==> src/sv/nearest_timestamp_imu_pairing_defines.svh <==
// ----------------------------------------------------------------------------
// nearest_timestamp_imu_pairing_defines.svh
// Assertion macros for the IMU pairing block.
// ----------------------------------------------------------------------------
`ifndef NEAREST_TIMESTAMP_IMU_PAIRING_DEFINES_SVH
`define NEAREST_TIMESTAMP_IMU_PAIRING_DEFINES_SVH

// same-cycle implication
`define NTIP_ASSERT_NOW(lbl, ante, cons, msg) \
    lbl: assert property (@(posedge clk) disable iff (!rst_n) (ante) |-> (cons)) \
        else $error(msg);

// next-cycle implication
`define NTIP_ASSERT_NEXT(lbl, ante, cons, msg) \
    lbl: assert property (@(posedge clk) disable iff (!rst_n) (ante) |=> (cons)) \
        else $error(msg);

`endif

==> src/sv/ntip_pkg.sv <==
// ----------------------------------------------------------------------------
// ntip_pkg
// Shared constants and types of the IMU pairing block.
// ----------------------------------------------------------------------------
`default_nettype none

package ntip_pkg;

    localparam int DEPTH  = 16;
    localparam int CNT_W  = (DEPTH > 1) ? $clog2(DEPTH) : 1;
    localparam int TIME_W = 48;
    localparam int WORD_W = 32;

    localparam int S_DATA_W = TIME_W + 3 * WORD_W;
    localparam int M_DATA_W = TIME_W + 6 * WORD_W;

    localparam logic [WORD_W-1:0] MATCH_WINDOW_RESET = 32'd9999000;

    localparam logic CMD_GYRO  = 1'b0;
    localparam logic CMD_ACCEL = 1'b1;

    typedef struct packed {
        logic [WORD_W-1:0] z;
        logic [WORD_W-1:0] y;
        logic [WORD_W-1:0] x;
        logic [TIME_W-1:0] stamp;
    } entry_t;

    typedef struct packed {
        logic start;
        logic vld;
    } scan_ctrl_t;

    typedef struct packed {
        logic              found;
        logic [WORD_W-1:0] x;
        logic [WORD_W-1:0] y;
        logic [WORD_W-1:0] z;
    } match_t;

endpackage

`default_nettype wire

==> src/sv/ntip_cell.sv <==
// ----------------------------------------------------------------------------
// ntip_cell
// One window slot: holds a gyro entry and its valid bit, passes both on
// to the next slot on every shift.
// ----------------------------------------------------------------------------
`default_nettype none

module ntip_cell (
    input  wire logic            clk,
    input  wire logic            rst_n,
    input  wire logic            shift,
    input  wire logic            vld_in,
    input  wire ntip_pkg::entry_t ent_in,
    output logic                 vld_out,
    output ntip_pkg::entry_t     ent_out
);
    import ntip_pkg::*;

    logic   vld_reg;
    entry_t ent_reg;

    always_ff @(posedge clk or negedge rst_n)
    begin
        if (!rst_n)
        begin
            vld_reg <= 1'b0;
        end
        else if (shift)
        begin
            vld_reg <= vld_in;
        end
    end

    always_ff @(posedge clk)
    begin
        if (shift)
        begin
            ent_reg <= ent_in;
        end
    end

    assign vld_out = vld_reg;
    assign ent_out = ent_reg;

endmodule

`default_nettype wire

==> src/sv/ntip_scan.sv <==
// ----------------------------------------------------------------------------
// ntip_scan
// Nearest-entry search unit at the tail of the window: a gap stage and a
// best-so-far stage, fed one entry per cycle from oldest to newest.
// ----------------------------------------------------------------------------
`default_nettype none

module ntip_scan (
    input  wire logic                         clk,
    input  wire logic                         rst_n,
    input  wire ntip_pkg::scan_ctrl_t         ctrl,
    input  wire ntip_pkg::entry_t             entry,
    input  wire logic [ntip_pkg::TIME_W-1:0]  acc_time,
    input  wire logic [ntip_pkg::WORD_W-1:0]  window,
    output ntip_pkg::match_t                  result
);
    import ntip_pkg::*;

    logic [TIME_W-1:0] gap_next;
    logic              gap_vld_reg;
    logic [TIME_W-1:0] gap_reg;
    logic [WORD_W-1:0] gx_reg;
    logic [WORD_W-1:0] gy_reg;
    logic [WORD_W-1:0] gz_reg;
    logic [TIME_W-1:0] best_reg;
    logic              found_reg;
    logic [WORD_W-1:0] rx_reg;
    logic [WORD_W-1:0] ry_reg;
    logic [WORD_W-1:0] rz_reg;
    logic              take;

    always_comb
    begin
        if (acc_time >= entry.stamp)
        begin
            gap_next = acc_time - entry.stamp;
        end
        else
        begin
            gap_next = entry.stamp - acc_time;
        end
    end

    assign take = gap_vld_reg && (gap_reg < best_reg);

    always_ff @(posedge clk or negedge rst_n)
    begin
        if (!rst_n)
        begin
            gap_vld_reg <= 1'b0;
            found_reg   <= 1'b0;
        end
        else if (ctrl.start)
        begin
            gap_vld_reg <= 1'b0;
            found_reg   <= 1'b0;
        end
        else
        begin
            gap_vld_reg <= ctrl.vld;
            if (take)
            begin
                found_reg <= 1'b1;
            end
        end
    end

    always_ff @(posedge clk)
    begin
        gap_reg <= gap_next;
        gx_reg  <= entry.x;
        gy_reg  <= entry.y;
        gz_reg  <= entry.z;
        if (ctrl.start)
        begin
            best_reg <= {{(TIME_W - WORD_W){1'b0}}, window};
            rx_reg   <= '0;
            ry_reg   <= '0;
            rz_reg   <= '0;
        end
        else if (take)
        begin
            best_reg <= gap_reg;
            rx_reg   <= gx_reg;
            ry_reg   <= gy_reg;
            rz_reg   <= gz_reg;
        end
    end

    assign result.found = found_reg;
    assign result.x     = rx_reg;
    assign result.y     = ry_reg;
    assign result.z     = rz_reg;

endmodule

`default_nettype wire

==> src/sv/nearest_timestamp_imu_pairing.sv <==
// ----------------------------------------------------------------------------
// nearest_timestamp_imu_pairing
// Pairs each accelerometer sample with the closest-in-time gyro sample
// held in a shifting window of DEPTH slots.
// After a gyro transfer the next transfer can be taken right away. An accel
// transfer blocks input while all DEPTH slots shift past the search unit
// and through its two stages; input is taken again, and the paired record
// registered, once the output register is free.
// Reset empties the window, drops any pending record and loads the default
// match window.
// ----------------------------------------------------------------------------
`default_nettype none

`include "nearest_timestamp_imu_pairing_defines.svh"

module nearest_timestamp_imu_pairing (
    input  wire logic                           clk,
    input  wire logic                           rst_n,
    input  wire logic                           cfg_we,
    input  wire logic [ntip_pkg::WORD_W-1:0]    cfg_wdata,
    input  wire logic                           s_tvalid,
    output logic                                s_tready,
    // sample_time, axis_x, axis_y, axis_z
    input  wire logic [ntip_pkg::S_DATA_W-1:0]  s_tdata,
    // command
    input  wire logic                           s_tuser,
    output logic                                m_tvalid,
    input  wire logic                           m_tready,
    // pair_time, rate_x, rate_y, rate_z, accel_x, accel_y, accel_z
    output logic [ntip_pkg::M_DATA_W-1:0]       m_tdata,
    // gyro_found
    output logic                                m_tuser
);
    import ntip_pkg::*;

    typedef enum logic [1:0] {
        ST_IDLE,
        ST_SCAN,
        ST_FLUSH,
        ST_FINISH
    } state_t;

    state_t              state_reg;
    logic [CNT_W-1:0]    cnt_reg;
    logic [WORD_W-1:0]   match_window_reg;
    logic                m_tvalid_reg;
    logic [M_DATA_W-1:0] m_tdata_reg;
    logic                m_tuser_reg;
    logic [TIME_W-1:0]   acc_time_reg;
    logic [WORD_W-1:0]   acc_x_reg;
    logic [WORD_W-1:0]   acc_y_reg;
    logic [WORD_W-1:0]   acc_z_reg;

    logic                in_xfer;
    logic                gyro_xfer;
    logic                accel_xfer;
    logic                out_free;
    logic                chain_shift;
    logic [DEPTH:0]      vld_link;
    entry_t              ent_link [DEPTH+1];
    scan_ctrl_t          scan_ctrl;
    match_t              match;

    assign out_free   = !m_tvalid_reg || m_tready;
    assign s_tready   = (state_reg == ST_IDLE) || ((state_reg == ST_FINISH) && out_free);
    assign in_xfer    = s_tvalid && s_tready;
    assign gyro_xfer  = in_xfer && (s_tuser != CMD_ACCEL);
    assign accel_xfer = in_xfer && (s_tuser == CMD_ACCEL);

    always_ff @(posedge clk or negedge rst_n)
    begin
        if (!rst_n)
        begin
            match_window_reg <= MATCH_WINDOW_RESET;
        end
        else if (cfg_we)
        begin
            match_window_reg <= cfg_wdata;
        end
    end

    // window: newest enters at slot 0, oldest falls off the far end
    assign chain_shift    = gyro_xfer || (state_reg == ST_SCAN);
    assign vld_link[0]    = gyro_xfer;
    assign ent_link[0]    = entry_t'(s_tdata);

    for (genvar i = 0; i < DEPTH; i++)
    begin : g_cell
        ntip_cell u_cell (
            .clk     (clk),
            .rst_n   (rst_n),
            .shift   (chain_shift),
            .vld_in  (vld_link[i]),
            .ent_in  (ent_link[i]),
            .vld_out (vld_link[i+1]),
            .ent_out (ent_link[i+1])
        );
    end

    assign scan_ctrl.start = accel_xfer;
    assign scan_ctrl.vld   = (state_reg == ST_SCAN) && vld_link[DEPTH];

    ntip_scan u_scan (
        .clk      (clk),
        .rst_n    (rst_n),
        .ctrl     (scan_ctrl),
        .entry    (ent_link[DEPTH]),
        .acc_time (acc_time_reg),
        .window   (match_window_reg),
        .result   (match)
    );

    always_ff @(posedge clk)
    begin
        if (accel_xfer)
        begin
            acc_time_reg <= s_tdata[TIME_W-1:0];
            acc_x_reg    <= s_tdata[TIME_W +: WORD_W];
            acc_y_reg    <= s_tdata[TIME_W + WORD_W +: WORD_W];
            acc_z_reg    <= s_tdata[TIME_W + 2 * WORD_W +: WORD_W];
        end
    end

    always_ff @(posedge clk or negedge rst_n)
    begin
        if (!rst_n)
        begin
            state_reg    <= ST_IDLE;
            cnt_reg      <= '0;
            m_tvalid_reg <= 1'b0;
            m_tdata_reg  <= '0;
            m_tuser_reg  <= 1'b0;
        end
        else
        begin
            if (m_tvalid_reg && m_tready && !((state_reg == ST_FINISH) && out_free))
            begin
                m_tvalid_reg <= 1'b0;
            end
            case (state_reg)
                ST_IDLE:
                begin
                    if (accel_xfer)
                    begin
                        state_reg <= ST_SCAN;
                        cnt_reg   <= '0;
                    end
                end
                ST_SCAN:
                begin
                    cnt_reg <= cnt_reg + 1'b1;
                    if (cnt_reg == CNT_W'(DEPTH - 1))
                    begin
                        state_reg <= ST_FLUSH;
                    end
                end
                ST_FLUSH:
                begin
                    state_reg <= ST_FINISH;
                end
                ST_FINISH:
                begin
                    if (out_free)
                    begin
                        m_tvalid_reg <= 1'b1;
                        m_tuser_reg  <= match.found;
                        m_tdata_reg  <= {acc_z_reg, acc_y_reg, acc_x_reg,
                                         match.z, match.y, match.x, acc_time_reg};
                        if (accel_xfer)
                        begin
                            state_reg <= ST_SCAN;
                            cnt_reg   <= '0;
                        end
                        else
                        begin
                            state_reg <= ST_IDLE;
                        end
                    end
                end
                default:
                begin
                    state_reg <= ST_IDLE;
                end
            endcase
        end
    end

    assign m_tvalid = m_tvalid_reg;
    assign m_tdata  = m_tdata_reg;
    assign m_tuser  = m_tuser_reg;

    `NTIP_ASSERT_NEXT(a_accel_blocks_input, accel_xfer, !s_tready,
        "input taken during accel search")
    `NTIP_ASSERT_NOW(a_window_empty_at_finish, state_reg == ST_FINISH,
        vld_link[DEPTH:1] == '0, "window not empty after search")
    `NTIP_ASSERT_NOW(a_no_match_zero_rates, m_tvalid && !m_tuser,
        m_tdata[TIME_W + 3 * WORD_W - 1:TIME_W] == '0, "rates nonzero without match")

endmodule

`default_nettype wire
==> config.mk <==
export PLATFORM = sky130hd
export DESIGN_NAME = nearest_timestamp_imu_pairing
export DESIGN_NICKNAME = d
export VERILOG_FILES = /design/src/sv/ntip_pkg.sv /design/src/sv/ntip_cell.sv /design/src/sv/ntip_scan.sv /design/src/sv/nearest_timestamp_imu_pairing.sv
export VERILOG_INCLUDE_DIRS = /design/src /design/src/sv
export SDC_FILE = /design/constraint.sdc
export NUM_CORES = 2
export LEC_CHECK = 0
export BUFFER_PORTS_ARGS = -buffer_cell sky130_fd_sc_hd__clkbuf_2
export CAP_MARGIN = 0
export CORE_ASPECT_RATIO = 1.25
export CORE_MARGIN = 4
export CORE_UTILIZATION = 30
export CTS_CLUSTER_DIAMETER = 50
export DETAILED_ROUTE_END_ITERATION = 10
export GPL_TIMING_DRIVEN = 0
export SLEW_MARGIN = 10
export SYNTH_ARGS = -nofsm -noshare
export SYNTH_HDL_FRONTEND = slang
export SYNTH_SLANG_ARGS = --single-unit
==> constraint.sdc <==
create_clock -name clk -period 106.8 [get_ports clk]
set_input_delay 21.36 -clock clk [delete_from_list [all_inputs] [get_ports clk]]
set_output_delay 21.36 -clock clk [all_outputs]
set_load 0.05 [all_outputs]
==> results.sh <==
export IMPL_outcome="completed"
export IMPL_synth_top_area_cell="edfxtp_1"
export IMPL_cts_inserted_buffers=328
export IMPL_ys_ff_latch=3034
export IMPL_antenna_left=0
export IMPL_worstReg2RegEnd="g_cell[5].u_cell.ent_out[32]$_DFFE_PP_"
export IMPL_slew_viol_final=0
export IMPL_cp_end_kind="primary output"
export IMPL_clk_latency_ns=0.89
export IMPL_tritoncts="done"
export IMPL_ys_seq_area_frac=0.874
export IMPL_final_cell_mix="2,480 x edfxtp_1, 907 x nand2_1, 430 x clkbuf_2"
export IMPL_finalSetupTns_ns=0
export IMPL_peakVddDrop_v=0.0000292
export IMPL_seqPwrFrac=0.525
export IMPL_ys_types=84
export IMPL_cts_hold_buf=0
export IMPL_setup_viol=0
export IMPL_skew_ns=0.0877
export IMPL_crit_start="m_tready"
export IMPL_cp_endpoint="s_tready"
export IMPL_cp_required_ns=85.44
export IMPL_p_switching_uw=1160
export IMPL_final_util=0.359
export IMPL_dp_hpwl_um=128000
export IMPL_ys_flop_type="edfxtp_1"
export IMPL_min_period_ns=44.24
export IMPL_nFillCells=30867
export IMPL_worstPathMaxFanout=10
export IMPL_postLayoutCellArea_um2=119000
export IMPL_syn_area_um2=99600
export IMPL_syn_inst=5370
export IMPL_tightest_slew_ns=1.24
export IMPL_clock_sinks=3034
export IMPL_synth_edf_count=2480
export IMPL_ys_warn_count=0
export IMPL_syn_avg_cell_area_um2=18.6
export IMPL_timing_reg2reg_worst_path_depth=13
export IMPL_whs_path_depth=0
export IMPL_p_int_uw=2720
export IMPL_p_leak_uw=0.0432
export IMPL_fin_nets=6486
export IMPL_layout_commonest_cell="edfxtp_1"
export IMPL_grt_overflow_total=0
export IMPL_fin_crit_sh=0.414
export IMPL_combPwrFrac=0.193
export IMPL_p_clk_frac=0.282
export IMPL_gr_usage_met3=0.0240
export IMPL_multi_input_area_um2=11200
export IMPL_start_util=0.301
export IMPL_cts_root_buffer="clkbuf_16"
export IMPL_first_iter_violations=3270
export IMPL_grt_total_usage=0.110
export IMPL_die_w_um=523
export IMPL_clk_path_buf_depth=4
export IMPL_postCtsSetupRepairBufs=0
export IMPL_syn2layout_area_growth_pct=19.2
export IMPL_finalHoldViolCount=0
export IMPL_synth_top_area_frac=0.747
export IMPL_clkTransAtPathRegs_ns=0.06
export IMPL_grt_pass1_wl_um=286000
export IMPL_cts_resized=0
export IMPL_io_pins=425
export IMPL_wl_per_cell_um=17.8
export IMPL_via_per_inst=4.16
export IMPL_register_area_um2=87100
export IMPL_die_area_um2=342000
export IMPL_postSynth_asyncResetShare=0.0982
export IMPL_gp_congestion=0.856
export IMPL_grt_util_met1=0.149
export IMPL_syn_nets=5701
export IMPL_p_total_uw=3880
export IMPL_chipHeight_um=652
export IMPL_relSlewSlack=0.175
export IMPL_p_per_area_nw_per_um2=32.7
export IMPL_firstDrtPassIters=5
export IMPL_drive_gt1_frac=0.171
export IMPL_rows=236
export IMPL_rsz0062_at_grt="false"
export IMPL_use_met2=0.173
export IMPL_placed_area_um2=108000
export IMPL_min_path_type="reg -> reg"
export IMPL_timing_fmax_mhz=22.6
export IMPL_start_kind="input pin"
export IMPL_r2r_slack_ns=101.23
export IMPL_totalWireLength_um=193000
export IMPL_io_buffers=423
export IMPL_antenna_found_initial=25
export IMPL_critPathKind="in -> out"
export IMPL_synth_area_leaders="edfxtp_1 75%, dfrtp_1 7.3%, dfxtp_1 5.1%, nand2_1 3.4%, ha_1 1.8%"
export IMPL_grt_pass1_vias=45905
export IMPL_drc_errors=0
export IMPL_switching_share=0.300
export IMPL_cts_max_level=5
export IMPL_cp_data_arrival_time_ns=22.88
export IMPL_largest_reg_flops=2304
export IMPL_vias=45110
export IMPL_core_region_area_um2=331000
export IMPL_maxCapViolCount=0
export IMPL_grt_max_degree=130
export IMPL_top_usage_layer="met2"
export IMPL_r2r_start="state_reg[0]$_DFFE_PN0P_"
[Yosys cell counts (3+ instances only)]
cell type and n:
edfxtp_1 2480, a31oi_1 7, o21ai_1 26, ha_1 147, and2_1 3, dfrtp_1 289, clkbuf_1 98, or3_1 3
a32oi_1 3, o211ai_1 8, xor2_1 17, inv_1 170, a211oi_1 10, o31a_1 4, nor2_1 72, dfxtp_1 256
nor4_1 4, dfstp_2 9, buf_4 10, a221oi_1 3, o21a_1 10, nor3_1 16, buf_2 39, a41oi_1 5
nand2_1 908, mux2_2 48, a21o_1 36, o31ai_1 21, a21oi_1 132, a21oi_2 7, and3_1 6, mux2i_1 18
o21ai_0 199, xnor2_1 29, buf_1 6, nand4_1 32, o21ai_2 4, o21bai_1 19, nand2b_1 10, a221o_1 3
nor2b_1 13, nand3_1 134
[per-layer routing]
metal  wire length [um]  vias to the layer above  share of wire
met3              10200                      402          0.053
met4               6790                        2          0.035
met5                 13                        -       0.000068
met2              88900                     1023           0.46
li1                   -                    21400              -
met1              86600                    22283           0.45
[through the flow]
stage	cells	worst slack, ns	hold slack, ns
finish	10833	62.56	0.264
global route	10829	62.36	0.261
CTS	10828	62.47	0.261
detailed placement	10228	62.48	0.327
global placement	10196	19.27	0.323
floorplan	5370	37.12	0.323
[power groups by stage]
stage / clock, uW / combinational, uW / sequential (uW)
CTS: 1140 / 765 / 2040
detailed placement: 0 / 762 / 2060
floorplan: 0 / 367 / 3020
finish: 1090 / 748 / 2040
global placement: 0 / 717 / 3290
global route: 1190 / 818 / 2080
[worst max-delay path, cell delays in order]
cell and delay, ns:
clkbuf_2 0.08, nor2b_1 0.27, nand2b_1 0.15, buf_2 0.49, nand2_1 0.23, clkbuf_2 0.29
[area by class of cell]
cell class	count	area share
diodes	5	0.000105
clock buffers	424	0.0752
plain buffers	158	0.00606
well taps	4403	0.0464
multi-input cells	2007	0.0947
inverters	171	0.00547
clock inverters	176	0.0140
flip-flops and latches	3034	0.733
repair buffers	455	0.0250
[worst min path at each step]
stage / startpoint / end
after detailed placement: g_cell[15].u_cell.ent_out[56]$_DFFE_PP_ / u_scan.gx_reg[8]$_DFF_P_
after global placement: g_cell[15].u_cell.ent_out[82]$_DFFE_PP_ / u_scan.gy_reg[2]$_DFF_P_
after floorplan: g_cell[15].u_cell.ent_out[48]$_DFFE_PP_ / u_scan.gx_reg[0]$_DFF_P_
final: g_cell[15].u_cell.ent_out[140]$_DFFE_PP_ / u_scan.gz_reg[28]$_DFF_P_
after CTS: g_cell[15].u_cell.ent_out[132]$_DFFE_PP_ / u_scan.gz_reg[20]$_DFF_P_
after global routing: g_cell[15].u_cell.ent_out[140]$_DFFE_PP_ / u_scan.gz_reg[28]$_DFF_P_
[kinds of logic (layout without fill, tap and decap cells)]
logic type,after synthesis,count (layout),share of synthesized area
DFF,3034,3034,0.874
and+or+nand+nor,1221,1221,0.0507
AOI/OAI and AO/OA,524,524,0.0318
buffers and inverters,329,1384,0.0135
adders and majority gates,149,149,0.0189
muxes,67,67,0.00735
xor gates and xnor gates,46,46,0.00404
other,0,5,0
Note: power is estimated with default switching activity, not from simulation.
